$ cat config.mk
export PLATFORM = sky130hd
export DESIGN_NAME = spm_datapath
export DESIGN_NICKNAME = d
export VERILOG_FILES = /design/src/spm_pkg.sv /design/src/spm_datapath.sv
export SDC_FILE = /design/constraint.sdc
export NUM_CORES = 1
export LEC_CHECK = 0
export BUFFER_PORTS_ARGS = -buffer_cell sky130_fd_sc_hd__clkbuf_2
export CORE_MARGIN = 2
export CORE_UTILIZATION = 30
export CTS_CLUSTER_SIZE = 12
export DETAILED_ROUTE_END_ITERATION = 10
export PLACE_DENSITY = 0.45
export SYNTH_ARGS = -nofsm -noshare
export SYNTH_HDL_FRONTEND = slang
export SYNTH_SLANG_ARGS = --single-unit
$ cat constraint.sdc
create_clock -name i_clk -period 10.3 [get_ports i_clk]
set_input_delay 1.545 -clock i_clk [delete_from_list [all_inputs] [get_ports i_clk]]
set_output_delay 1.545 -clock i_clk [all_outputs]
set_load 0.02 [all_outputs]
$ cat src/spm_pkg.sv
`timescale 1ns / 1ps
// spm_pkg: shared types and constants for the spectral projection block
// no dependencies

package spm_pkg;

    // fixed field and datapath widths
    localparam int COEF_W = 16;
    localparam int ACC_W  = 48;
    localparam int OUT_W  = 32;
    localparam int COMP_W = 4;
    localparam int BAND_W = 8;
    localparam int CFG_W  = 9;

    // configuration register indexes
    localparam logic [1:0] CFG_BANDS_IN_USE      = 2'd0;
    localparam logic [1:0] CFG_COMPONENTS_IN_USE = 2'd1;
    localparam logic [1:0] CFG_FRAC_SHIFT        = 2'd2;

    // configuration reset values
    localparam logic [8:0] RST_BANDS_IN_USE      = 9'd256;
    localparam logic [4:0] RST_COMPONENTS_IN_USE = 5'd16;
    localparam logic [3:0] RST_FRAC_SHIFT        = 4'd15;

    // input item modes
    localparam logic MODE_COEF   = 1'b0;
    localparam logic MODE_SAMPLE = 1'b1;

    // saturation limits, sized for the negated shifted sum
    localparam logic signed [ACC_W:0] SAT_MAX = 49'sd2147483647;
    localparam logic signed [ACC_W:0] SAT_MIN = -49'sd2147483648;

    typedef enum logic [2:0] {
        ST_IDLE,
        ST_MAC_RD,
        ST_MAC_MUL,
        ST_MAC_WB,
        ST_EMIT_RD,
        ST_EMIT_SH,
        ST_EMIT_OUT
    } t_spm_state;

    typedef struct packed {
        logic sample_ld;
        logic mul_en;
        logic acc_we;
        logic acc_clr;
        logic shift_en;
        logic out_load;
        logic out_last;
    } t_spm_ctl;

endpackage

$ cat src/spm_datapath.sv
`timescale 1ns / 1ps
// spm_datapath: multiply-accumulate and result shaping (shift, negate, saturate)
// depends on spm_pkg

module spm_datapath
    import spm_pkg::*;
#(
    parameter int SAMPLE_BITS = 16
) (
    input  logic                          i_clk,
    input  t_spm_ctl                      i_ctl,
    input  logic signed [SAMPLE_BITS-1:0] i_value,
    input  logic [COEF_W-1:0]             i_coef,
    input  logic signed [ACC_W-1:0]       i_acc,
    input  logic [3:0]                    i_frac_shift,
    output logic signed [ACC_W-1:0]       o_acc_wdata,
    output logic signed [OUT_W-1:0]       o_projected
);

    localparam int PW = COEF_W + SAMPLE_BITS;

    logic signed [SAMPLE_BITS-1:0] r_sample;
    logic signed [PW-1:0]          r_prod;
    logic signed [ACC_W-1:0]       r_acc_q;
    logic signed [ACC_W-1:0]       r_shift;
    logic signed [ACC_W:0]         neg;

    always_ff @(posedge i_clk) begin
        if (i_ctl.sample_ld) begin
            r_sample <= i_value;
        end
        if (i_ctl.mul_en) begin
            r_prod  <= $signed(i_coef) * r_sample;
            r_acc_q <= i_acc;
        end
        if (i_ctl.shift_en) begin
            r_shift <= i_acc >>> i_frac_shift;
        end
    end

    // sum wraps at the accumulator width
    assign o_acc_wdata = r_acc_q + ACC_W'(r_prod);

    assign neg = -(ACC_W+1)'(r_shift);

    always_comb begin
        if (neg > SAT_MAX) begin
            o_projected = OUT_W'(SAT_MAX);
        end else if (neg < SAT_MIN) begin
            o_projected = OUT_W'(SAT_MIN);
        end else begin
            o_projected = OUT_W'(neg);
        end
    end

endmodule

# Word level (Yosys, flattened, before mapping)
# Cells that the tools add are included.
# word_totals
in_bits	92
register_bits	144
elab_cells	12
# classes
magnitude_cmp	2
addsub	2
shift	1
mul	1
mux	2
# op_table
cell	n
$mux W32	2
$gt A49 B32 Y1 const B	1
$lt A49 B32 Y1 const B	1
$neg A48 Y49	1
$add A48 B32 Y48	1
$sshr A48 B4 Y48	1
$mul A16 B16 Y32	1

# Depth between registers and ports, before layout
# logic_depth
word_depth	4
depth_mapped	25
ltp_nobuf	24

# Least setup slack after synthesis
# Ideal clock, no wire load.
# synth_path
path_type	input to register
start	input i_coef[15]
end	register r_prod[31], data pin
t_arrival_ns	7.214
required_time_ns	10.034
setup_time_ns	0.266
path_stages	24
path_slack_ns	2.819
path_cell_list	clkbuf_1 nand2_1 inv_1 fa_1 inv_1 fa_1 inv_1 fa_1 fa_1 fa_1 inv_1 fa_1 inv_1 ha_1 a21o_1 a21o_1 a21oi_1 o21ai_0 a21o_1 a21oi_1 o31ai_1 a221oi_1 mux2i_1 nand4_1
# synth_via
elab_chain_cells	1
# synth_lines
item	line	source
start, declared	spm_datapath.sv:13	input logic [COEF_W-1:0] i_coef,
$mul A16 B16 Y32	spm_datapath.sv:33	r_prod <= $signed(i_coef) * r_sample;
end signal, assigned	spm_datapath.sv:33	
end, declared	spm_datapath.sv:23	logic signed [PW-1:0] r_prod;
# Every way passes these cells.
# A chain may end at the register's enable or synchronous reset.

# Final worst setup path
# layout_path
start	input i_coef[7]
end	register r_prod[30], data pin
# The elaborated chain is that of the path after synthesis.

==> out/qor_table.md <==
| Parameter | This run | Unit |
|:---|:---|:---|
| Status | finished clean | - |
| Violation count after the first detailed-route iteration | 938 | - |
| Placed Cells | 3,070 | - |
| Worst max-slew margin expressed relative to the limit | 27.2 | % |
| Non-Filler Cell Area, Final | 0.0226 | mm² |
| Nets in the synthesized netlist | 2,592 | - |
| Fraction of the yosys area taken by sequential cells | 21.3 | % |
| Number of antenna violations at the first check in global routing | 5 | - |
| EDFF count, synth | 144 | - |
| Wire length reported by the detailed router | 59.1 | mm |
| Worst-skew pair later-pin latency | 0.49 | ns |
| Data arrival, critical path | 7.90 | ns |
| Finish-stage setup viols | 0 | - |
| Data required, critical path | 10.52 | ns |
| Post-synthesis sequential element count | 144 | - |
| IO Pins | 172 | - |
| Final weighted congestion in routability-driven placement | 0.865 | - |
| Die Y | 264 | µm |
| Final period demand of the worst path | 7.68 | ns |
| Setup repair after global routing missed its margin | false | - |
| Final routed wire length divided by cell count | 19.0 | µm |
| Number of sinks handled by clock tree synthesis | 144 | - |
| Post-cts sizing count | 0 | - |
| Count of warnings emitted by yosys | 0 | - |
| Half-perimeter wire length after placement | 47.2 | mm |
| Root cell of the clock tree | sky130_fd_sc_hd__clkbuf_16 | - |
| Number of max-cap violations | 0 | - |
| Total number of placement rows | 95 | - |
| Post-synthesis async set-or-reset flop share | 0 | % |
| Non-filler cells, final | 3,105 | - |
| Number of library cell types mapped by synthesis | 76 | - |
| H-Tree Level Count | 4 | - |
| Maximum number of buffers from clock root to sink | 2 | - |
| Most common cell after layout, fill and taps aside | sky130_fd_sc_hd__inv_1 | - |
| Worst Setup End Kind | register | - |
| Period utilization | 74.6 | % |
| Most instantiated flip-flop cell in the synthesis netlist | sky130_fd_sc_hd__edfxtp_1 | - |
| Number of nets with antenna violations after routing | 0 | - |
| Buffers on Ports | 167 | - |
| Setup repair bufs after CTS | 0 | - |
| Die Area | 0.0697 | mm² |
| Worst-path fanout max | 16 | - |
| Area of the mapped netlist | 0.0203 | mm² |
| Number of global-route vias before repair | 16.5k | - |
| Final number of max-transition violations | 0 | - |
| Maximum frequency from static timing analysis | 130 | MHz |
| Area of the core | 0.0670 | mm² |
| Mean instance size in the synthesized netlist | 9.64 | µm² |
| Drt via density | 5.01 | - |
| DP Area | 0.0219 | mm² |
| Clock tree from TritonCTS | done | - |
| Min-delay worst type | register to register | - |
| Setup TNS | 0 | ns |
| Clock transition time at the flip-flop clock pins of the worst setup and hold paths | 0.07 | ns |
| Global route total overflow | 0 | - |
| Clock Skews | 0.0152 | ns |
| Die width | 264 | µm |
| Worst Setup Start Kind | input pin | - |
| Worst-Margin Slew | 1.09 | ns |
| Area growth from synthesis to layout | 11.1 | % |
| Starting density of the core | 30.3 | % |
| Number of hold-repair buffers added at the cts stage | 0 | - |
| Hold Violations, Final | 0 | - |
| Maximum number of pins on one net before global-route repair | 81 | - |
| Routed vias | 15.6k | - |
| Share of cells above drive strength 1 | 12.2 | % |
| Critical path class | input pin to register | - |
| Global-route wire length before repair | 94.6 | mm |
| Final routed DRC violation total | 0 | - |
| Total CTS buffers | 17 | - |
| Synthesized instance count | 2,106 | - |
| TritonRoute pass-1 iters | 5 | - |
| GRT Util Overall | 17.7 | % |
| Highest-count cells in the layout ignoring fill and taps | 348 x sky130_fd_sc_hd__inv_1, 263 x sky130_fd_sc_hd__fa_1, 205 x sky130_fd_sc_hd__nand2_1 | - |
| Net count of the finished layout | 2,702 | - |
-- critical path, cell delays in order --
cell                       delay [ns]
sky130_fd_sc_hd__clkbuf_2        0.30
sky130_fd_sc_hd__and2_1          0.30
sky130_fd_sc_hd__fa_1            0.54
sky130_fd_sc_hd__inv_1           0.06
sky130_fd_sc_hd__fa_1            0.52
sky130_fd_sc_hd__fa_1            0.52
sky130_fd_sc_hd__inv_1           0.05
sky130_fd_sc_hd__fa_1            0.46
sky130_fd_sc_hd__fa_1            0.54
sky130_fd_sc_hd__inv_1           0.05
sky130_fd_sc_hd__fa_1            0.55
sky130_fd_sc_hd__inv_1           0.05
sky130_fd_sc_hd__ha_1            0.35
sky130_fd_sc_hd__a21oi_1         0.16
sky130_fd_sc_hd__o21ai_0         0.18
sky130_fd_sc_hd__a22oi_1         0.29
sky130_fd_sc_hd__nand3_1         0.14
sky130_fd_sc_hd__a31oi_1         0.30
sky130_fd_sc_hd__nand3b_1        0.18
sky130_fd_sc_hd__a32oi_1         0.20
sky130_fd_sc_hd__a211o_1         0.31
sky130_fd_sc_hd__a21oi_1         0.17
sky130_fd_sc_hd__xnor2_1         0.11
-- worst paths after layout --
kind | from | end | slack [ns] | cells past startpoint
max | i_coef[7] | r_prod[30]$_DFFE_PP_ | 2.62 | 23
min | r_sample[0]$_DFFE_PP_ | r_prod[0]$_DFFE_PP_ | 1.13 | 1
min reg2reg | r_sample[0]$_DFFE_PP_ | r_prod[0]$_DFFE_PP_ | 1.13 | 1
max reg2reg | r_sample[2]$_DFFE_PP_ | r_prod[31]$_DFFE_PP_ | 3.11 | 23
-- layout make-up --
cell class,count,area (µm²)
diodes,3,7.51
clock buffers,17,425
clock inverters,15,191
fillers,7025,44500
inverters,349,1310
multi-input cells,1530,14300
flip-flops and latches,144,4320
well taps,873,1090
repair buffers,174,891
-- kinds of logic (layout without fill, tap and decap cells) --
kind of cell    count (synthesis)  count (layout)  share of synthesized area, %
simple gates                  608             608                          15.1
flops                         144             144                          21.3
fa+ha+maj                     394             394                          34.0
compound gates                347             347                          10.8
buf+inv                       432             555                          8.18
other cells                     0               3                             0
mux                            77              77                          6.17
xor+xnor                      104             104                          4.49
-- flip-flops by register name, indices dropped and copies added, names as in the netlist --
signal	cells
r_acc_q	48
r_prod	32
r_shift	48
r_sample	16
-- routing by layer --
| layer | track usage [%] | routed length [µm] | part of all wire, % |
|---|---|---|---|
| met2 | 29.5 | 28200 | 48 |
| met1 | 23.1 | 26500 | 45 |
| met4 | 5.05 | 1220 | 2.1 |
| met5 | 0 | 44 | 0.074 |
| met3 | 3.57 | 3130 | 5.3 |
-- synthesized netlist by cell type (5+ instances only) --
master | count | share of area [%]
sky130_fd_sc_hd__nor2_1 | 104 | 1.9
sky130_fd_sc_hd__a31oi_1 | 18 | 0.55
sky130_fd_sc_hd__or4_1 | 9 | 0.33
sky130_fd_sc_hd__a211oi_1 | 19 | 0.70
sky130_fd_sc_hd__xor2_1 | 33 | 1.4
sky130_fd_sc_hd__a21oi_1 | 126 | 3.1
sky130_fd_sc_hd__or3_1 | 7 | 0.22
sky130_fd_sc_hd__a21o_1 | 19 | 0.70
sky130_fd_sc_hd__nor2b_1 | 10 | 0.31
sky130_fd_sc_hd__clkbuf_1 | 74 | 1.4
sky130_fd_sc_hd__nand4_1 | 10 | 0.31
sky130_fd_sc_hd__xnor2_1 | 71 | 3.1
sky130_fd_sc_hd__nor4_1 | 10 | 0.31
sky130_fd_sc_hd__mux2_2 | 5 | 0.28
sky130_fd_sc_hd__nand3_1 | 26 | 0.64
sky130_fd_sc_hd__o31ai_1 | 7 | 0.26
sky130_fd_sc_hd__o211ai_1 | 7 | 0.26
sky130_fd_sc_hd__fa_1 | 263 | 26
sky130_fd_sc_hd__o21ai_0 | 64 | 1.6
sky130_fd_sc_hd__mux4_2 | 38 | 4.2
sky130_fd_sc_hd__o21a_1 | 16 | 0.59
sky130_fd_sc_hd__o21bai_1 | 6 | 0.22
sky130_fd_sc_hd__a21oi_2 | 10 | 0.43
sky130_fd_sc_hd__ha_1 | 131 | 8.1
sky130_fd_sc_hd__nor3_1 | 30 | 0.74
sky130_fd_sc_hd__buf_6 | 5 | 0.28
sky130_fd_sc_hd__edfxtp_1 | 144 | 21
sky130_fd_sc_hd__inv_1 | 348 | 6.4
sky130_fd_sc_hd__nand2_1 | 205 | 3.8
sky130_fd_sc_hd__and2_1 | 137 | 4.2
sky130_fd_sc_hd__nand2b_1 | 21 | 0.65
sky130_fd_sc_hd__mux2i_1 | 34 | 1.7
sky130_fd_sc_hd__o31a_1 | 8 | 0.35
sky130_fd_sc_hd__a211o_1 | 5 | 0.22
sky130_fd_sc_hd__and3_1 | 12 | 0.37
-- per-stage QoR --
stage / hold WS [ns] / util (%) / setup slack, ns
2_1_floorplan: 0.827 / - / 2.82
3_3_place_gp: 1.15 / 32.7 / 2.17
3_5_place_dp: 1.15 / 32.7 / 2.10
4_1_cts: 1.15 / 33.6 / 2.62
5_1_grt: 1.18 / 33.6 / 2.17
6_report: 1.13 / 33.6 / 2.62
Power is not shown: default switching activity piles up to over one toggle a cycle in this logic, so the estimate is an artifact.
