### src/spm_pkg.sv
`timescale 1ns / 1ps
// spm_pkg: shared types and constants for the spectral projection block
// no dependencies

package spm_pkg;

    // fixed field and datapath widths
    localparam int COEF_W = 16;
    localparam int ACC_W  = 48;
    localparam int OUT_W  = 32;
    localparam int COMP_W = 4;
    localparam int BAND_W = 8;
    localparam int CFG_W  = 9;

    // configuration register indexes
    localparam logic [1:0] CFG_BANDS_IN_USE      = 2'd0;
    localparam logic [1:0] CFG_COMPONENTS_IN_USE = 2'd1;
    localparam logic [1:0] CFG_FRAC_SHIFT        = 2'd2;

    // configuration reset values
    localparam logic [8:0] RST_BANDS_IN_USE      = 9'd256;
    localparam logic [4:0] RST_COMPONENTS_IN_USE = 5'd16;
    localparam logic [3:0] RST_FRAC_SHIFT        = 4'd15;

    // input item modes
    localparam logic MODE_COEF   = 1'b0;
    localparam logic MODE_SAMPLE = 1'b1;

    // saturation limits, sized for the negated shifted sum
    localparam logic signed [ACC_W:0] SAT_MAX = 49'sd2147483647;
    localparam logic signed [ACC_W:0] SAT_MIN = -49'sd2147483648;

    typedef enum logic [2:0] {
        ST_IDLE,
        ST_MAC_RD,
        ST_MAC_MUL,
        ST_MAC_WB,
        ST_EMIT_RD,
        ST_EMIT_SH,
        ST_EMIT_OUT
    } t_spm_state;

    typedef struct packed {
        logic sample_ld;
        logic mul_en;
        logic acc_we;
        logic acc_clr;
        logic shift_en;
        logic out_load;
        logic out_last;
    } t_spm_ctl;

endpackage

### src/spm_seq.sv
`timescale 1ns / 1ps
// spm_seq: sequencer that walks the components of each transaction over the memories
// depends on spm_pkg

module spm_seq
    import spm_pkg::*;
#(
    parameter int MAX_BANDS      = 256,
    parameter int MAX_COMPONENTS = 16,
    parameter int AW             = 12,
    parameter int CI_W           = 4
) (
    input  logic              i_clk,
    input  logic              i_rst_n,
    input  logic              i_valid,
    output logic              o_stall,
    input  logic              i_mode,
    input  logic [COMP_W-1:0] i_component_index,
    input  logic [BAND_W-1:0] i_band_index,
    input  logic [8:0]        i_bands_in_use,
    input  logic [4:0]        i_components_in_use,
    input  logic              i_out_free,
    output logic              o_coef_we,
    output logic [AW-1:0]     o_coef_waddr,
    output logic [AW-1:0]     o_coef_raddr,
    output logic [CI_W-1:0]   o_acc_addr,
    output logic [COMP_W-1:0] o_component,
    output t_spm_ctl          o_ctl
);

    localparam int BI_W   = $clog2(MAX_BANDS);
    localparam int BC_W   = $clog2(MAX_BANDS + 1);
    localparam int NB_W   = (BC_W > CFG_W) ? BC_W : CFG_W;
    localparam int NC_CLG = $clog2(MAX_COMPONENTS + 1);
    localparam int NC_W   = (NC_CLG > 5) ? NC_CLG : 5;

    t_spm_state      r_state, n_state;
    logic [BC_W-1:0] r_band_count;
    logic [CI_W-1:0] r_comp;
    logic [NC_W-1:0] r_nc;
    logic            r_last_band;

    logic            accept;
    logic            take_sample;
    logic            acc_en;
    logic            last_now;
    logic            comp_last;
    logic [NB_W-1:0] nb_raw;
    logic [NB_W-1:0] nb_eff;
    logic [NC_W-1:0] nc_raw;
    logic [NC_W-1:0] nc_eff;
    logic            coef_in_range;

    assign o_stall     = (r_state != ST_IDLE);
    assign accept      = i_valid && !o_stall;
    assign take_sample = accept && (i_mode == MODE_SAMPLE);

    // register values outside their range are clamped
    assign nb_raw = NB_W'(i_bands_in_use);
    assign nb_eff = (nb_raw == '0) ? NB_W'(1) :
                    (nb_raw > NB_W'(MAX_BANDS)) ? NB_W'(MAX_BANDS) : nb_raw;
    assign nc_raw = NC_W'(i_components_in_use);
    assign nc_eff = (nc_raw == '0) ? NC_W'(1) :
                    (nc_raw > NC_W'(MAX_COMPONENTS)) ? NC_W'(MAX_COMPONENTS) : nc_raw;

    assign acc_en    = (r_band_count < BC_W'(MAX_BANDS));
    assign last_now  = ((NB_W'(r_band_count) + NB_W'(1)) >= nb_eff);
    assign comp_last = ((NC_W'(r_comp) + NC_W'(1)) == r_nc);

    assign coef_in_range = (32'(i_component_index) < 32'(MAX_COMPONENTS)) &&
                           (32'(i_band_index) < 32'(MAX_BANDS));

    assign o_coef_we    = accept && (i_mode == MODE_COEF) && coef_in_range;
    assign o_coef_waddr = AW'(i_component_index) * AW'(MAX_BANDS) + AW'(i_band_index);
    assign o_coef_raddr = AW'(r_comp) * AW'(MAX_BANDS) + AW'(r_band_count[BI_W-1:0]);
    assign o_acc_addr   = r_comp;
    assign o_component  = COMP_W'(r_comp);

    always_comb begin
        n_state = r_state;
        case (r_state)
            ST_IDLE: begin
                if (take_sample) begin
                    if (acc_en) begin
                        n_state = ST_MAC_RD;
                    end else if (last_now) begin
                        n_state = ST_EMIT_RD;
                    end
                end
            end
            ST_MAC_RD:  n_state = ST_MAC_MUL;
            ST_MAC_MUL: n_state = ST_MAC_WB;
            ST_MAC_WB: begin
                if (!comp_last) begin
                    n_state = ST_MAC_RD;
                end else if (r_last_band) begin
                    n_state = ST_EMIT_RD;
                end else begin
                    n_state = ST_IDLE;
                end
            end
            ST_EMIT_RD: n_state = ST_EMIT_SH;
            ST_EMIT_SH: n_state = ST_EMIT_OUT;
            ST_EMIT_OUT: begin
                if (i_out_free) begin
                    n_state = comp_last ? ST_IDLE : ST_EMIT_RD;
                end
            end
            default: n_state = ST_IDLE;
        endcase
    end

    always_comb begin
        o_ctl = '0;
        case (r_state)
            ST_IDLE:    o_ctl.sample_ld = take_sample;
            ST_MAC_MUL: o_ctl.mul_en = 1'b1;
            ST_MAC_WB:  o_ctl.acc_we = 1'b1;
            ST_EMIT_SH: o_ctl.shift_en = 1'b1;
            ST_EMIT_OUT: begin
                o_ctl.out_load = i_out_free;
                o_ctl.out_last = comp_last;
                o_ctl.acc_clr  = i_out_free && comp_last;
            end
            default: o_ctl = '0;
        endcase
    end

    always_ff @(posedge i_clk) begin
        if (!i_rst_n) begin
            r_state      <= ST_IDLE;
            r_band_count <= '0;
            r_comp       <= '0;
            r_nc         <= NC_W'(1);
            r_last_band  <= 1'b0;
        end else begin
            r_state <= n_state;
            case (r_state)
                ST_IDLE: begin
                    if (take_sample) begin
                        r_comp      <= '0;
                        r_nc        <= nc_eff;
                        r_last_band <= last_now;
                        if (!acc_en && !last_now) begin
                            r_band_count <= r_band_count + BC_W'(1);
                        end
                    end
                end
                ST_MAC_WB: begin
                    if (comp_last) begin
                        r_comp <= '0;
                        if (!r_last_band) begin
                            r_band_count <= r_band_count + BC_W'(1);
                        end
                    end else begin
                        r_comp <= r_comp + CI_W'(1);
                    end
                end
                ST_EMIT_OUT: begin
                    if (i_out_free) begin
                        if (comp_last) begin
                            r_band_count <= '0;
                        end else begin
                            r_comp <= r_comp + CI_W'(1);
                        end
                    end
                end
                default: ;
            endcase
        end
    end

endmodule

### config.mk
export PLATFORM = sky130hd
export DESIGN_NAME = spm_seq
export DESIGN_NICKNAME = d
export VERILOG_FILES = /design/src/spm_pkg.sv /design/src/spm_seq.sv
export SDC_FILE = /design/constraint.sdc
export NUM_CORES = 1
export LEC_CHECK = 0
export BUFFER_PORTS_ARGS = -buffer_cell sky130_fd_sc_hd__buf_4
export CAP_MARGIN = 0
export CORE_MARGIN = 4
export CORE_UTILIZATION = 35
export DETAILED_ROUTE_END_ITERATION = 6
export PLACE_DENSITY_LB_ADDON = 0.25
export SLEW_MARGIN = 20
export SYNTH_ARGS = -nofsm -noshare
export SYNTH_HDL_FRONTEND = slang
export SYNTH_SLANG_ARGS = --single-unit
### constraint.sdc
create_clock -name i_clk -period 3.6 [get_ports i_clk]
set_input_delay 1.08 -clock i_clk [delete_from_list [all_inputs] [get_ports i_clk]]
set_output_delay 1.08 -clock i_clk [all_outputs]
set_load 0.02 [all_outputs]
-- After elaboration in Yosys (flattened, before gate mapping)
Index checks and enable logic that the tools add are counted.
- eq/ne operators: 15
- bitwise operators: 1
- $lt $le $gt $ge: 4
- muxes and demuxes: 30
- add/sub/neg operators: 5
- reductions and logical operators: 17
- operators with widths (operator ; count):
    $mux 9 ; 8
    $pmux 9 s3 ; 1
    $add 12x8->12 ; 2
    $mux 3 ; 7
    $pmux 3 s7 ; 1
    $mux 4 ; 4
    $ne 2x2->1 const B ; 7
    $pmux 4 s3 ; 1
    $mux 5 ; 2
    $add 9x1->9 const B ; 1
    $eq 3x3->1 const B ; 3
    $ge 9x9->1 ; 1
    $gt 9x9->1 const B ; 1
    $logic_not 9->1 ; 1
    $lt 9x9->1 const B ; 1
    $reduce_and 7->1 ; 1
    $eq 3x2->1 const B ; 2
    $reduce_bool 3->1 ; 2
    $add 4x1->5 const B ; 1
    $eq 5x5->1 ; 1
    $gt 5x5->1 const B ; 1
    $logic_and 1x1->1 ; 5
    $logic_not 5->1 ; 1
    $mux 1 ; 5
    other kinds (10) ; 12
- register bits: 22
- output and inout port bits: 41
- input port bits: 31
- word-level logic and storage cells: 77

-- Logic depth before layout (Yosys ltp)
- depth in word-level cells: 9
- gate-level depth with buffers: 13
- gate-level depth less buffers: 12

-- Worst setup path before layout
OpenSTA, ideal clock, no wires.
- kind: input to register
- from: input i_bands_in_use[4]
- to: register r_band_count[0]
- arrival time: 2.839 ns
- cell stages on the path: 11
- data required time: 3.481 ns
- slack: 0.643 ns
- buffers on the path: 1
- path through: nor4_1 > a21oi_1 > nor2_1 > ha_1 > nor2b_1 > o21ai_0 > a211oi_1 > nand3_1 > and2_4 > buf_6 > mux2i_1
- longest elaborated chain between the ends: 8
- elaborated cells on any way between the ends: 9
- RTL lines (item ; line ; text):
    start: declaration ; spm_seq.sv:20 ; input logic [8:0] i_bands_in_use,
    $gt 9x9->1 ; spm_seq.sv:61 ; (nb_raw > NB_W'(MAX_BANDS)) ? NB_W'(MAX_BANDS) : nb_raw;
    $mux 9 ; spm_seq.sv:61 ;
    $mux 9 (*) ; spm_seq.sv:60 ; assign nb_eff = (nb_raw == '0) ? NB_W'(1) :
    $ge 9x9->1 (*) ; spm_seq.sv:67 ; assign last_now = ((NB_W'(r_band_count) + NB_W'(1)) >= nb_eff);
    $logic_not 1->1 (*) ; spm_seq.sv:144 ; if (!acc_en && !last_now) begin
    $logic_and 1x1->1 (*) ; spm_seq.sv:144 ;
    $ne 2x2->1 (no line) (*) ; n/a ;
    $reduce_and 7->1 (no line) (*) ; n/a ;
    end signal: assignment ; spm_seq.sv:145 ; r_band_count <= r_band_count + BC_W'(1);
    end signal: assignment ; spm_seq.sv:153 ; r_band_count <= r_band_count + BC_W'(1);
    end: declaration ; spm_seq.sv:38 ; logic [BC_W-1:0] r_band_count;
Mark *: on every way between the ends. The rest lies on a longest branch, timed or not.
A chain may end at the register's enable or synchronous reset.

==> run_results.csv <==
group,metric,value,unit
synth,synthArstFlopShare,0,
cells_and_area,n_antenna_cell,0,
routing,viasPerCell,5.08,
cells_and_area,ff_latch_area,440,um2
setup_path,cp.arrival,2.12,ns
synth,synthAdderAreaFrac,0.0746,
setup_path,start_kind,"register",
cells_and_area,area_growth,14.2,%
place,gp_congestion,0.829,
synth,synthDistinctLibCells,50,
setup_path,cp-end-kind,"primary output",
clocking,cts.sinks,22,
global_routing,grt_overflow_total,0,
floorplanning,dieArea,6500,um2
synth,yosysTopAreaCell,"dfxtp_1",
power_and_ir_drop,powerDensity,382,nW/um2
global_routing,grt_pass1_vias,1467,
clocking,htreeDepth,1,
setup_path,r2r-end,"r_band_count[8]$_SDFFE_PN0P_",
synth,syn-num-nets,283,
setup_path,crit_path_top_delay_cell,"dfxtp_1",
routing,drt_wl_total,4.19,mm
routing,wl_met1,1.99,mm
synth,synth_area,1850,um2
timing,maxSlewHeadroom,0.703,
synth,synthMuxAreaShare,0.0278,
min_path,min_to,"r_nc[3]$_SDFFE_PN0P_",
timing,finalWorstPathRequiredPeriod,3.20,ns
timing,drv_slew,0,
power_and_ir_drop,ir_drop,0.000162,V
setup_path,cp_num_buf_inv,1,
routing,route.detailed.drc,0,
power_and_ir_drop,p_leak,0.955,nW
timing,rsz0062_at_grt,"false",
synth,synth_xor_area_frac,0.0569,
global_routing,grt_max_degree,26,
floorplanning,start_util,0.361,
routing,routed.top_layer,"met4",
clocking,numCtsBuffers,3,
cells_and_area,fin_nets,301,
place,io_buffers,47,
cells_and_area,fill_cells,563,
setup_path,cpPeakStageDelay,0.47,ns
synth,seq_area_frac_synth,0.239,
synth,yosysWarnings,0,
floorplanning,die_w,80.6,um
synth,syn_inst,241,
setup_path,crit_type,"register to primary output",
global_routing,antenna_found_initial,0,
floorplanning,io_pins,72,
routing,ant_nets,0,
synth,synth_top_family_by_area,"simple AND/OR/NAND/NOR gates",
synth,synth-edff-count,0,
setup_path,path_cells,"ha_1 > nor2b_1 > o22a_1 > o2bb2ai_1 > nand2_1 > nor2_1 > buf_4",
routing,dr.pass1.iters,4,
clocking,cts-root-buf,"clkbuf_8",
setup_path,critical_path_required,2.52,ns
setup_path,path_max_fanout,7,
clocking,cts_tree,"yes",
cells_and_area,multi_input_area,1130,um2
synth,synthTopCellsByCount,"37 x nand2_1, 28 x buf_4, 22 x dfxtp_1",
routing,wl_per_cell,12.8,um
routing,met3WireLength,278,um
setup_path,rrSetupSlack,0.55,ns
floorplanning,fp-row-count,26,
synth,synth_flop_cell,"dfxtp_1",
timing,setup_slack,0.398,ns
timing,final.setup.tns,0,ns
global_routing,grt_pass1_wl,6.75,mm
min_path,hp-class,"register to register",
synth,synth.top_cell.area_share,0.239,
timing,max_freq,312,MHz
setup_path,critical_path.top_delay_family,"compound AO/OA/AOI/OAI gates",
floorplanning,coreArea,5110,um2
synth,synth_most_common_cell,"nand2_1",
place,dp.final_hpwl,3.22,mm
synth,synth-compound-area-share,0.188,
timing,hold_violations,0,
clocking,clockBufferDepth,2,
cells_and_area,drive_gt1_frac,0.248,
timing,tightestPinTransition,0.445,ns
global_routing,grt_usage,0.129,
clocking,worstSkewPairLatency,0.27,ns
setup_path,ff2ff_path_depth,12,
place,post-place-ws,0.346,ns
routing,drt_first_iter_violations,58,
run,drv_cap,0,
routing,num_vias,1665,
timing,fin_crit_sh,0.890,
timing,finalSetupViolations,0,
setup_path,reg2reg_from,"r_band_count[0]$_SDFFE_PN0P_",
outcome,status,"completed",
clocking,cts.clk_slew.worst_paths,0.08,ns
synth,synth_seq_cells,22,
min_path,hold_depth,2,
synth,synthTopCellsByArea,"dfxtp_1 24%, buf_4 11%, nand2_1 7.5%",
min_path,min-delay-start,"r_nc[3]$_SDFFE_PN0P_",
synth,syn_avg_cell_area,7.66,um2
timing,fin_skew,0.000605,ns
synth,synth_simple_gate_area_share,0.265,
floorplanning,die_h,80.6,um
routing,route.met2.wl,1.86,mm
[final cells by class]
| class | instances | area share |
|---|---|---|
| repair buffers | 49 | 0.174 |
| well taps | 70 | 0.0415 |
| inverters | 6 | 0.0107 |
| multi-input cells | 177 | 0.538 |
| flip-flops and latches | 22 | 0.209 |
| clock buffers | 4 | 0.0261 |
[worst max path at each step]
stage,start,endpoint,cells after the start
after global placement,i_bands_in_use[4],r_band_count[1]$_SDFFE_PN0P_,11
after floorplan,i_bands_in_use[4],r_band_count[0]$_SDFFE_PN0P_,11
final,o_acc_addr[0]$_SDFFE_PN0P_,o_ctl[0],7
after global routing,o_acc_addr[0]$_SDFFE_PN0P_,o_ctl[0],7
after CTS,r_band_count[0]$_SDFFE_PN0P_,r_band_count[0]$_SDFFE_PN0P_,12
after detailed placement,i_bands_in_use[4],r_band_count[0]$_SDFFE_PN0P_,11
[cell families (layout without fill, tap and decap cells)]
group           Yosys count  count (layout)
xor+xnor                 12              12
buf+inv                  42              59
simple gates             95              95
flops                    22              22
compound gates           54              54
fa+ha+maj                11              11
mux                       5               5
[cells in the final DEF, fill, tap and decap left out, types with 4 or more instances in the layout]
| master | Yosys | routed |
|---|---|---|
| nor2_1 | 12 | 12 |
| dfxtp_1 | 22 | 22 |
| mux2i_1 | 4 | 4 |
| nor3_1 | 6 | 6 |
| o21ai_0 | 10 | 10 |
| a21oi_1 | 15 | 15 |
| ha_1 | 11 | 11 |
| nand2_1 | 37 | 37 |
| o22ai_1 | 7 | 7 |
| nand3_1 | 14 | 14 |
| nand3b_1 | 5 | 5 |
| xnor2_1 | 7 | 7 |
| xor2_1 | 5 | 5 |
| clkbuf_8 | 0 | 4 |
| inv_1 | 5 | 5 |
| buf_4 | 28 | 49 |
| a21boi_0 | 5 | 5 |
[flip-flops by register name, summed over array words and instances, names as in the netlist]
name          flops
o_acc_addr        4
r_nc              5
r_last_band       1
r_state           3
r_band_count      9
[repair_timing]
item / CTS / global route
hold buffers: 0 / 0
endpoints found under the setup margin: 0 / 2
resized for setup: 0 / 1
buffers inserted: 0 / 0
[power breakdown]
part	internal [W]	switching, W	total, W
clock network	0.0000977	0.0000858	0.000184
logic	0.000136	0.000176	0.000312
registers	0.000265	0.0000459	0.000311
[worst register-to-register path: stages (launching register included)]
cell and delay (ns):
dfxtp_1 0.45, ha_1 0.27, nand3_1 0.22, nor2_1 0.20, nand3_1 0.11, xnor2_1 0.23, ha_1 0.30, a21oi_1 0.14
o21ai_0 0.12, a211oi_2 0.35, nand3_1 0.20, and2_4 0.25, mux2i_1 0.12
[metrics by stage]
stage / util / hold slack (ns) / cells / total power, W / area (um2)
CTS: 0.412 / 0.485 / 328 / 0.000815 / 2100
floorplan: - / 0.453 / 241 / 0.000559 / 1850
detailed placement: 0.401 / 0.475 / 324 / 0.000629 / 2050
global placement: 0.401 / 0.469 / 324 / 0.000628 / 2050
global route: 0.413 / 0.519 / 328 / 0.000865 / 2110
finish: 0.413 / 0.478 / 328 / 0.000806 / 2110
[metal layers]
metal | global-route usage | vias up
li1 | - | 857
met1 | 0.166 | 749
met2 | 0.214 | 54
met3 | 0.0213 | 5
met4 | 0.0507 | 0
met5 | 0 | -
Note: power is estimated with default switching activity, not from simulation.
