### config.mk
export PLATFORM = sky130hd
export DESIGN_NAME = spm_acc_ram
export DESIGN_NICKNAME = d
export VERILOG_FILES = /design/src/spm_pkg.sv /design/src/spm_acc_ram.sv
export SDC_FILE = /design/constraint.sdc
export NUM_CORES = 1
export LEC_CHECK = 0
export ABC_AREA = 1
export BUFFER_PORTS_ARGS = -buffer_cell sky130_fd_sc_hd__buf_2
export CAP_MARGIN = 20
export CORE_MARGIN = 8
export CORE_UTILIZATION = 45
export DETAILED_ROUTE_END_ITERATION = 7
export SYNTH_ARGS = -nofsm -noshare
export SYNTH_HDL_FRONTEND = slang
export SYNTH_SLANG_ARGS = --single-unit
### constraint.sdc
create_clock -name i_clk -period 3.9 [get_ports i_clk]
set_clock_uncertainty 0.1 [all_clocks]
set_input_delay 0.39 -clock i_clk [delete_from_list [all_inputs] [get_ports i_clk]]
set_output_delay 0.39 -clock i_clk [all_outputs]
set_load 0.01 [all_outputs]
### src/spm_pkg.sv
`timescale 1ns / 1ps
// spm_pkg: shared types and constants for the spectral projection block
// no dependencies

package spm_pkg;

    // fixed field and datapath widths
    localparam int COEF_W = 16;
    localparam int ACC_W  = 48;
    localparam int OUT_W  = 32;
    localparam int COMP_W = 4;
    localparam int BAND_W = 8;
    localparam int CFG_W  = 9;

    // configuration register indexes
    localparam logic [1:0] CFG_BANDS_IN_USE      = 2'd0;
    localparam logic [1:0] CFG_COMPONENTS_IN_USE = 2'd1;
    localparam logic [1:0] CFG_FRAC_SHIFT        = 2'd2;

    // configuration reset values
    localparam logic [8:0] RST_BANDS_IN_USE      = 9'd256;
    localparam logic [4:0] RST_COMPONENTS_IN_USE = 5'd16;
    localparam logic [3:0] RST_FRAC_SHIFT        = 4'd15;

    // input item modes
    localparam logic MODE_COEF   = 1'b0;
    localparam logic MODE_SAMPLE = 1'b1;

    // saturation limits, sized for the negated shifted sum
    localparam logic signed [ACC_W:0] SAT_MAX = 49'sd2147483647;
    localparam logic signed [ACC_W:0] SAT_MIN = -49'sd2147483648;

    typedef enum logic [2:0] {
        ST_IDLE,
        ST_MAC_RD,
        ST_MAC_MUL,
        ST_MAC_WB,
        ST_EMIT_RD,
        ST_EMIT_SH,
        ST_EMIT_OUT
    } t_spm_state;

    typedef struct packed {
        logic sample_ld;
        logic mul_en;
        logic acc_we;
        logic acc_clr;
        logic shift_en;
        logic out_load;
        logic out_last;
    } t_spm_ctl;

endpackage

### src/spm_acc_ram.sv
`timescale 1ns / 1ps
// spm_acc_ram: per-component accumulator memory with valid bits for bulk clear
// depends on spm_pkg

module spm_acc_ram
    import spm_pkg::*;
#(
    parameter int DEPTH = 16,
    parameter int AW    = 4
) (
    input  logic                    i_clk,
    input  logic                    i_rst_n,
    input  logic [AW-1:0]           i_addr,
    input  logic                    i_we,
    input  logic                    i_clr,
    input  logic signed [ACC_W-1:0] i_wdata,
    output logic signed [ACC_W-1:0] o_rdata
);

    logic signed [ACC_W-1:0] r_mem [DEPTH];
    logic [DEPTH-1:0]        r_valid;
    logic signed [ACC_W-1:0] r_rdata;
    logic                    r_rvalid;

    always_ff @(posedge i_clk) begin
        if (i_we) begin
            r_mem[i_addr] <= i_wdata;
        end
        r_rdata <= r_mem[i_addr];
    end

    // an entry that is not valid reads as zero
    always_ff @(posedge i_clk) begin
        if (!i_rst_n) begin
            r_valid  <= '0;
            r_rvalid <= 1'b0;
        end else begin
            r_rvalid <= r_valid[i_addr];
            if (i_clr) begin
                r_valid <= '0;
            end else if (i_we) begin
                r_valid[i_addr] <= 1'b1;
            end
        end
    end

    assign o_rdata = r_rvalid ? r_rdata : '0;

endmodule

# Word-level counts from Yosys, hierarchy flattened
# Memories as Yosys holds them, arrays and structs flattened. A register that Yosys moved wholly into a read port is not among the register bits.
# Index checks and enable logic that the tools add are counted.
# op_classes
magnitude_cmp,2
n_mux,7
bitwise_logic,2
reduce_logical,2
# ops
operator,count
48-bit two-way mux,1
16-bit OR,1
"4-bit by 5-bit less-than comparator with 1-bit output, second input constant",1
1-bit binary-select mux with 4-bit select,1
1-bit demux with 4-bit select,1
"4-bit by 1-bit >= comparator with 1-bit output, second input constant",1
1-bit two-way mux,4
2-bit OR reduction,1
1-bit logical AND,1
1-bit NOT,1
# word_totals
register_bits,17
ramBits,768
inputBits,56
word_cells,16
mem_count,1
# memory_table
name,words,word_bits,rd,rd_ports_with_merged_regs,wr,line,source
r_mem,16,48,1,1,1,spm_acc_ram.sv:20,logic signed [ACC_W-1:0] r_mem [DEPTH];

# Longest topological paths before layout
# Gate-level depths: netlist of the first run.
# logic_depth
ltp_word,5
ltp_mapped,10
ltp_nobuf,9

# Worst setup path before layout of the first run
# No wires, ideal clock.
# synth_timing
path_kind,input -> register
startpoint,input port i_addr[1]
endpoint,memory r_mem[10][0] (enable)
setup_time_ns,0.455
arrival_time_ns,3.012
slack_ns,0.333
cell_stages,6
n_path_buf,2
path_cell_list,buf_4 > inv_2 > nor2_4 > buf_2 > nand2_1 > nor2_1
# synth_rtl
element,line,source
start: declaration,spm_acc_ram.sv:13,"input logic [AW-1:0] i_addr,"
end: declaration,spm_acc_ram.sv:20,
# No word-level cell before the write port.

# Worst setup path after layout of the first run
# layout_timing
startpoint,register r_rvalid
endpoint,output port o_rdata[21]
# layout_between
elab_chain_cells,1
# layout_rtl
element,line,source
start: declaration,spm_acc_ram.sv:23,logic r_rvalid;
start signal: assignment,spm_acc_ram.sv:38,r_rvalid <= r_valid[i_addr];
48-bit two-way mux,spm_acc_ram.sv:47,assign o_rdata = r_rvalid ? r_rdata : '0;
end: declaration,spm_acc_ram.sv:17,output logic signed [ACC_W-1:0] o_rdata
# No other way between the ends.

==> results of run 1 <==
## registers in the layout, indices dropped and copies added, names as in the netlist
| register | count |
|---|---|
| r_mem | 768 |
| r_rdata | 48 |
| r_rvalid | 1 |
| r_valid | 16 |
## per-layer routing
layer  vias to the layer above  global-route usage (%)  share of wire (%)
met5                         -                       0              0.098
met4                        12                    6.24                2.3
met3                       142                    3.62                7.3
met2                       701                    34.3                 48
met1                      9676                    27.1                 42
li1                       9161                       -                  -
## metrics by stage
stage | cells | power [mW]
2_1_floorplan | 2616 | 10.7
3_3_place_gp | 3579 | 11.1
3_5_place_dp | 3579 | 11.1
4_1_cts | 3736 | 18.9
5_1_grt | 3737 | 19.3
6_report | 3738 | 18.7
## cell families after synthesis
group | count (synthesis) | synth area share [%]
DFF | 833 | 76.8
AOI/OAI and AO/OA | 98 | 1.58
and+or+nand+nor | 1493 | 18.9
buffers and inverters | 192 | 2.74
## cells in the final DEF (no fill, tap or decap)
cell,count
buf_4,28
nand2_2,1
dfxtp_2,1
o21ai_0,24
diode_2,2
nor2_1,32
inv_1,55
inv_4,1
o21ba_2,2
nand2_1,1249
nor2_4,18
nand4_1,96
o21ai_1,24
a21oi_1,48
clkinv_8,1
clkinv_1,7
edfxtp_1,768
dfxtp_1,64
clkinv_2,11
clkbuf_8,14
inv_6,7
bufinv_16,4
clkbuf_1,28
clkbuf_16,84
inv_2,5
clkinv_4,1
dlygate4sd3_1,2
nand3_1,96
buf_6,1
buf_2,101
buf_12,22
or2_2,1
## worst max-delay path by stage
stage / from / endpoint / slack [ns] / cells after the start
2_1_floorplan: i_addr[1] / r_mem[10][0]$_DFFE_PP_ / 0.33 / 6
3_3_place_gp: i_addr[0] / r_mem[3][37]$_DFFE_PP_ / 1.36 / 6
3_5_place_dp: i_addr[0] / r_mem[3][39]$_DFFE_PP_ / 1.37 / 6
4_1_cts: r_rvalid$_SDFF_PN0_ / o_rdata[21] / 1.05 / 4
5_1_grt: r_rvalid$_SDFF_PN0_ / o_rdata[21] / 0.99 / 4
6_report: r_rvalid$_SDFF_PN0_ / o_rdata[21] / 1.11 / 4
## where the power goes
group	internal [mW]	leakage (nW)	switching, mW
clock	4.53	1.31	3.28
combinational	0.221	4.74	0.670
sequential	9.98	7.48	0.0653
total	14.7	13.5	4.01
## repair_timing
item / in CTS / in global routing
setup buffers: 0 / 0
endpoints found under the hold margin: 16 / 0
hold buffers: 2 / 0
## final cells by class
class / instances / area (sq um) / share of cell area [%]
Antenna cell: 2 / 5.00 / 0.0138
Clock buffer: 126 / 2400 / 6.62
Clock inverter: 29 / 270 / 0.745
Inverter: 63 / 249 / 0.687
Multi-Input combinational cell: 1591 / 6610 / 18.2
Sequential cell: 833 / 24400 / 67.2
Tap cell: 940 / 1180 / 3.24
Timing Repair Buffer: 154 / 1190 / 3.27
==> run summary, run 1 <==
SYNTHESIS
----------------------------------------------------------------------------
Ranking of synthesized cells by instance count                  nand2_1 (1249), edfxtp_1 (768), nand3_1 (96), nand4_1 (96), dfxtp_1 (65)
Count of distinct cell types in the synthesized netlist                   20
Synthesized area divided by synthesized cell count                12.1 sq um
Sequential element share of the synthesized area                       76.8%
Synth Instances                                                         2616
Main area contributors after synthesis                          edfxtp_1 (73%), nand2_1 (15%), dfxtp_1 (4.1%)
EDFF count, synth                                                        768
Most common cell in the synthesized netlist                          nand2_1
Number of warnings reported in the yosys synthesis log                     0
Synth area leader                                                   edfxtp_1
Synthesis-stage register bit count                                       833
Netlist area before placement                                    31700 sq um
Share of the synthesized area in the top cell type                     72.7%
Synthesized Nets                                                        2672
Most used flip-flop cell after synthesis                            edfxtp_1
FFs w/ async S/R, synth                                                   0%

POWER
----------------------------------------------------------------------------
Highest ir drop seen on vdd                                         0.301 mV
Power density over the cells                                     517 nW/um^2
Static leakage                                                       13.5 nW

WORST SETUP PATH
----------------------------------------------------------------------------
Number of cells on the worst reg-to-reg path                               4
Type of origin of the critical path                                 register
Critical register-to-register path endpoint                     r_rdata[14]$_DFF_P_
Top cell family by delay on the critical path                     flip-flops
Number of buffers and inverters on the critical path                       3
Slowest cell on the critical path                                    dfxtp_2
Max stage delay on crit path                                         1.04 ns
Worst EP required                                                    3.41 ns
Crit. End Element                                                 output pin
Critical path start-end classification                               reg2out
Flop-to-flop setup slack                                             2.69 ns
Critical path arrival                                                2.30 ns
Crit-path cells                                                 buf_4 > nand2_1 > inv_1 > buf_2
Worst reg2reg path startpoint                                   r_mem[9][14]$_DFFE_PP_
Crit-path max FO                                                          31

STA
----------------------------------------------------------------------------
Slew of the pin with the lowest slew margin                          1.20 ns
Final max-slew violation count                                             0
Fmax                                                                 358 MHz
Worst setup margin                                                   1.11 ns
Unrepaired setup endpoints after global routing                        false
Hold_ws                                                            0.0408 ns
Final setup violation count                                                0
Slew Limit Headroom                                                    20.1%
Share of the clock period used by the worst path after layout          71.5%
Final worst path period need                                         2.79 ns
Hold violation count in the final report                                   0
Setup Total Neg Slack                                                   0 ns

ROUTING
----------------------------------------------------------------------------
Wire length per cell after detailed routing                          21.8 um
DRT iter0 DRCs                                                          1702
1st-pass router iterations                                                 5
Via-to-Cell Ratio                                                       5.27
DRC viols                                                                  0
Antenna Nets Post-Route                                                    0
Aggregate routed wire length                                        81600 um
Vias after detailed routing                                            19700

CLOCKING
----------------------------------------------------------------------------
Later-pin clock latency in the skew report                           0.63 ns
Total clock sinks                                                        833
Root buffer selected by CTS                                        clkbuf_16
Total clock buffers created by CTS                                        84
Clock tree from TritonCTS                                              built
Clock slew at reported path FFs                                      0.06 ns
Resized cells post-CTS                                                     0
Number of levels in the clock H-tree                                       3
Maximum clock path buffer count                                            3

PLACED DESIGN
----------------------------------------------------------------------------
Worst Setup Slack post-DPL                                           1.37 ns
Count of buffers inserted at the top-level ports                         103
Standard cell area after detailed placement                      33600 sq um
Routability cong.                                                      0.763
Post-detail-place hpwl                                              41200 um

MIN PATH
----------------------------------------------------------------------------
Hold worst-path end                                             r_mem[12][38]$_DFFE_PP_
Number of instances on the worst hold path                                 1
Kind of path behind the tightest hold check                           in2reg
Launch instance of the worst min-delay path                      i_wdata[38]

GLOBAL ROUTING
----------------------------------------------------------------------------
Overall track demand over capacity in global routing                   20.4%
Pin count of the biggest net entering global routing                     193
Remaining Overflow, GRT                                                    0
Via count of the first global-routing pass                             19800
Antenna violations before repair                                           8
Global-route wire length before repair                             122000 um

FINAL LAYOUT
----------------------------------------------------------------------------
Utilization after layout                                               51.9%
Filler cells                                                            6020
Area Growth Syn to Fin                                                 14.3%
Layout Nets                                                             2783
Layout cells sized above 1                                             10.8%
Finished layout cell area                                        36300 sq um

FLOORPLAN
----------------------------------------------------------------------------
Core footprint                                                   69900 sq um
Overall die width                                                     281 um
Top-level port count                                                     104
Area enclosed by the die boundary                                79200 sq um
Effective utilization at floorplan                                     45.4%
Vert. Die Dim                                                         281 um
Site row count                                                            97

OUTCOME
----------------------------------------------------------------------------
Result of the run                                               complete, no violations

FLOW RUN
----------------------------------------------------------------------------
Count of max-cap constraint violations                                     0

(Power assumes the default switching activity.)
==> run 2, diff against run 1 <==
==> constraint.sdc (replaced) <==
create_clock -name i_clk -period 2.44 [get_ports i_clk]
set_clock_uncertainty 0.1 [all_clocks]
set_input_delay 0.244 -clock i_clk [delete_from_list [all_inputs] [get_ports i_clk]]
set_output_delay 0.244 -clock i_clk [all_outputs]
set_load 0.01 [all_outputs]
==> run 2 against run 1 <==
  * Die area stayed put
  * Sequential power is 61% higher
  * Power is 64% higher
  * Wire length is 1.1% higher
  * Register-to-register slack worse by 1.5 ns
  * Largest cell class unchanged
==> run summary, run 2 (same netlist as run 1, synthesis figures left out) <==
FINAL LAYOUT
----------------------------------------------------------------------------
Commonest cells after routing, fill and taps aside              nand2_1 (1249), edfxtp_1 (768), buf_2 (101)   unchanged
Layout cells sized above 1                                             11.8%   was 10.8%
Layout Nets                                                             2857   was 2783
Registers with the most flip-flops                              r_mem x768, r_rdata x48, r_valid x16   unchanged
Biggest register                                                       r_mem   unchanged
Max FFs per register                                                     768   unchanged
Count of non-filler cells in the finished layout                        3815   was 3738
Most common library cell in the layout ignoring fill and taps        nand2_1   unchanged
Utilization after layout                                               53.2%   was 51.9%
Area Growth Syn to Fin                                                 17.2%   was 14.3%

ROUTING
----------------------------------------------------------------------------
DRT iter0 DRCs                                                          1886   was 1702
Aggregate routed wire length                                        82500 um   was 81600 um
Vias after detailed routing                                            20000   was 19700
Antenna Nets Post-Route                                                    0   unchanged
DRC viols                                                                  0   unchanged
1st-pass router iterations                                                 6   was 5
Via-to-Cell Ratio                                                       5.25   was 5.27
Wire length per cell after detailed routing                          21.6 um   was 21.8 um

FLOORPLAN
----------------------------------------------------------------------------
Effective utilization at floorplan                                     45.4%   unchanged
Site row count                                                            97   unchanged
Vert. Die Dim                                                         281 um   unchanged
Area enclosed by the die boundary                                79200 sq um   unchanged
Overall die width                                                     281 um   unchanged
Core footprint                                                   69900 sq um   unchanged
Top-level port count                                                     104   unchanged

STA
----------------------------------------------------------------------------
Final worst path period need                                         2.15 ns
Hold violation count in the final report                                   0   unchanged
Fmax                                                                 466 MHz
Share of the clock period used by the worst path after layout          88.0%
Slew Limit Headroom                                                    43.3%   was 20.1%
Slew of the pin with the lowest slew margin                         0.850 ns   was 1.20 ns
Final setup violation count                                                0   unchanged
Unrepaired setup endpoints after global routing                        false   unchanged
Worst setup margin                                                  0.293 ns   was 1.11 ns
Final max-slew violation count                                             0   unchanged

MIN PATH
----------------------------------------------------------------------------
Launch instance of the worst min-delay path                            i_clr   was i_wdata[38]
Kind of path behind the tightest hold check                           in2reg   unchanged
Hold worst-path end                                             r_valid[8]$_SDFFE_PP0P_   was r_mem[12][38]$_DFFE_PP_
Number of instances on the worst hold path                                 3   was 1

CLOCKING
----------------------------------------------------------------------------
Number of levels in the clock H-tree                                       3   unchanged
Clock slew at reported path FFs                                      0.06 ns   about the same
Later-pin clock latency in the skew report                           0.63 ns   about the same
Maximum clock path buffer count                                            3   unchanged
Clock tree from TritonCTS                                              built   unchanged
Total clock buffers created by CTS                                        85   was 84
Total clock sinks                                                        833   unchanged
Root buffer selected by CTS                                        clkbuf_16   unchanged

GLOBAL ROUTING
----------------------------------------------------------------------------
Antenna violations before repair                                           6   was 8
Pin count of the biggest net entering global routing                      78   was 193
Overall track demand over capacity in global routing                   20.7%   was 20.4%
Via count of the first global-routing pass                             20200   was 19800
Remaining Overflow, GRT                                                    0   unchanged
Global-route wire length before repair                             124000 um   was 122000 um

POWER
----------------------------------------------------------------------------
Power density over the cells                                     826 nW/um^2   was 517 nW/um^2
Highest ir drop seen on vdd                                         0.536 mV   was 0.301 mV
Static leakage                                                       14.0 nW   was 13.5 nW

WORST SETUP PATH
----------------------------------------------------------------------------
Number of buffers and inverters on the critical path                       3   unchanged
Crit. End Element                                                 output pin   unchanged
Slowest cell on the critical path                                    dfxtp_2   unchanged
Top cell family by delay on the critical path                     flip-flops   unchanged
Worst reg2reg path startpoint                                   r_mem[9][32]$_DFFE_PP_   was r_mem[9][14]$_DFFE_PP_
Flop-to-flop setup slack                                             1.18 ns   was 2.69 ns
Max stage delay on crit path                                         0.61 ns   was 1.04 ns
Number of cells on the worst reg-to-reg path                               4   unchanged
Crit-path max FO                                                          27   was 31
Crit-path cells                                                 buf_12 > nand2_1 > inv_1 > buf_2   was buf_4 > nand2_1 > inv_1 > buf_2
Critical path start-end classification                               reg2out   unchanged
Critical path arrival                                                1.80 ns   was 2.30 ns
Critical register-to-register path endpoint                     r_rdata[32]$_DFF_P_   was r_rdata[14]$_DFF_P_
Worst EP required                                                    2.10 ns   was 3.41 ns
Type of origin of the critical path                                 register   unchanged

FLOW RUN
----------------------------------------------------------------------------
Count of max-cap constraint violations                                     0   unchanged

PLACED DESIGN
----------------------------------------------------------------------------
Worst Setup Slack post-DPL                                          0.313 ns   was 1.37 ns
Count of buffers inserted at the top-level ports                         103   unchanged
Cell count after placement                                              3605   was 3579
Post-detail-place hpwl                                              44000 um   was 41200 um
Routability cong.                                                      0.787   was 0.763

OUTCOME
----------------------------------------------------------------------------
Result of the run                                               complete, no violations   unchanged

[run 2: cell count changes in the layout (fill, tap and decap cells not counted), sizes merged]
cell / before / now
inv: 68 / 64
buf: 152 / 178
diode: 2 / 3
clkbuf: 126 / 114
clkinv: 20 / 29
bufinv: 4 / 9
clkinvlp: 0 / 5
dlygate4sd3: 2 / 49
[run 2: metal layers]
metal / vias up / global-route usage (%) / routed length, um
met5: - / 0 / 27
met4: 4 / 5.83 / 2140
met3: 153 / 3.97 / 5670
met2: 709 / 34.9 / 39900
met1: 9864 / 27.4 / 34800
li1: 9303 / - / -
[run 2: layout make-up]
class	count	area (sq um)
flip-flops and latches	833	24400
fillers	5941	32700
multi-input cells	1591	6610
diodes	3	7.51
inverters	63	248
well taps	940	1180
clock inverters	44	484
clock buffers	114	2360
repair buffers	227	1940
[run 2: repair_timing]
action | 4_1_cts | 5_1_grt
hold buffers | 49 | 0
resized for setup | 0 | 0
setup buffers | 0 | 0
hold endpoints to repair | 769 | 0
[run 2: worst max-delay path by stage]
stage,start,end,slack (ns),depth (start not counted)
final,r_rvalid$_SDFF_PN0_,o_rdata[41],0.29,4
after global routing,r_rvalid$_SDFF_PN0_,o_rdata[29],0.20,4
after CTS,r_rvalid$_SDFF_PN0_,o_rdata[41],0.24,4
after detailed placement,i_addr[0],r_mem[3][39]$_DFFE_PP_,0.31,6
after global placement,i_addr[0],r_mem[3][43]$_DFFE_PP_,0.29,6
after floorplan,i_addr[2],r_mem[3][0]$_DFFE_PP_,-0.79,3
[run 2: through the flow]
step	total power [mW]	hold WS, ns	cell area [sq um]	setup TNS, ns
3_5_place_dp	17.8	0.360	33800	0
4_1_cts	30.9	0.0223	37200	0
3_3_place_gp	17.8	0.349	33800	0
5_1_grt	31.6	0.0599	37200	0
2_1_floorplan	17.1	0.243	31800	-143.29
6_report	30.7	0.0612	37200	0
[run 2: worst register-to-register path, stage by stage, from the launching register on]
cell and delay, ns:
edfxtp_1 0.36, nand2_1 0.07, a21oi_1 0.07, o21ai_0 0.30
nand4_1 0.19
[run 2: power by group]
| part | switching, mW | leakage (nW) | internal (mW) |
|---|---|---|---|
| Combinational | 1.10 | 5.09 | 0.429 |
| Sequential | 0.115 | 7.48 | 16.0 |
| Clock | 5.37 | 1.38 | 7.77 |
| Total | 6.58 | 14.0 | 24.1 |
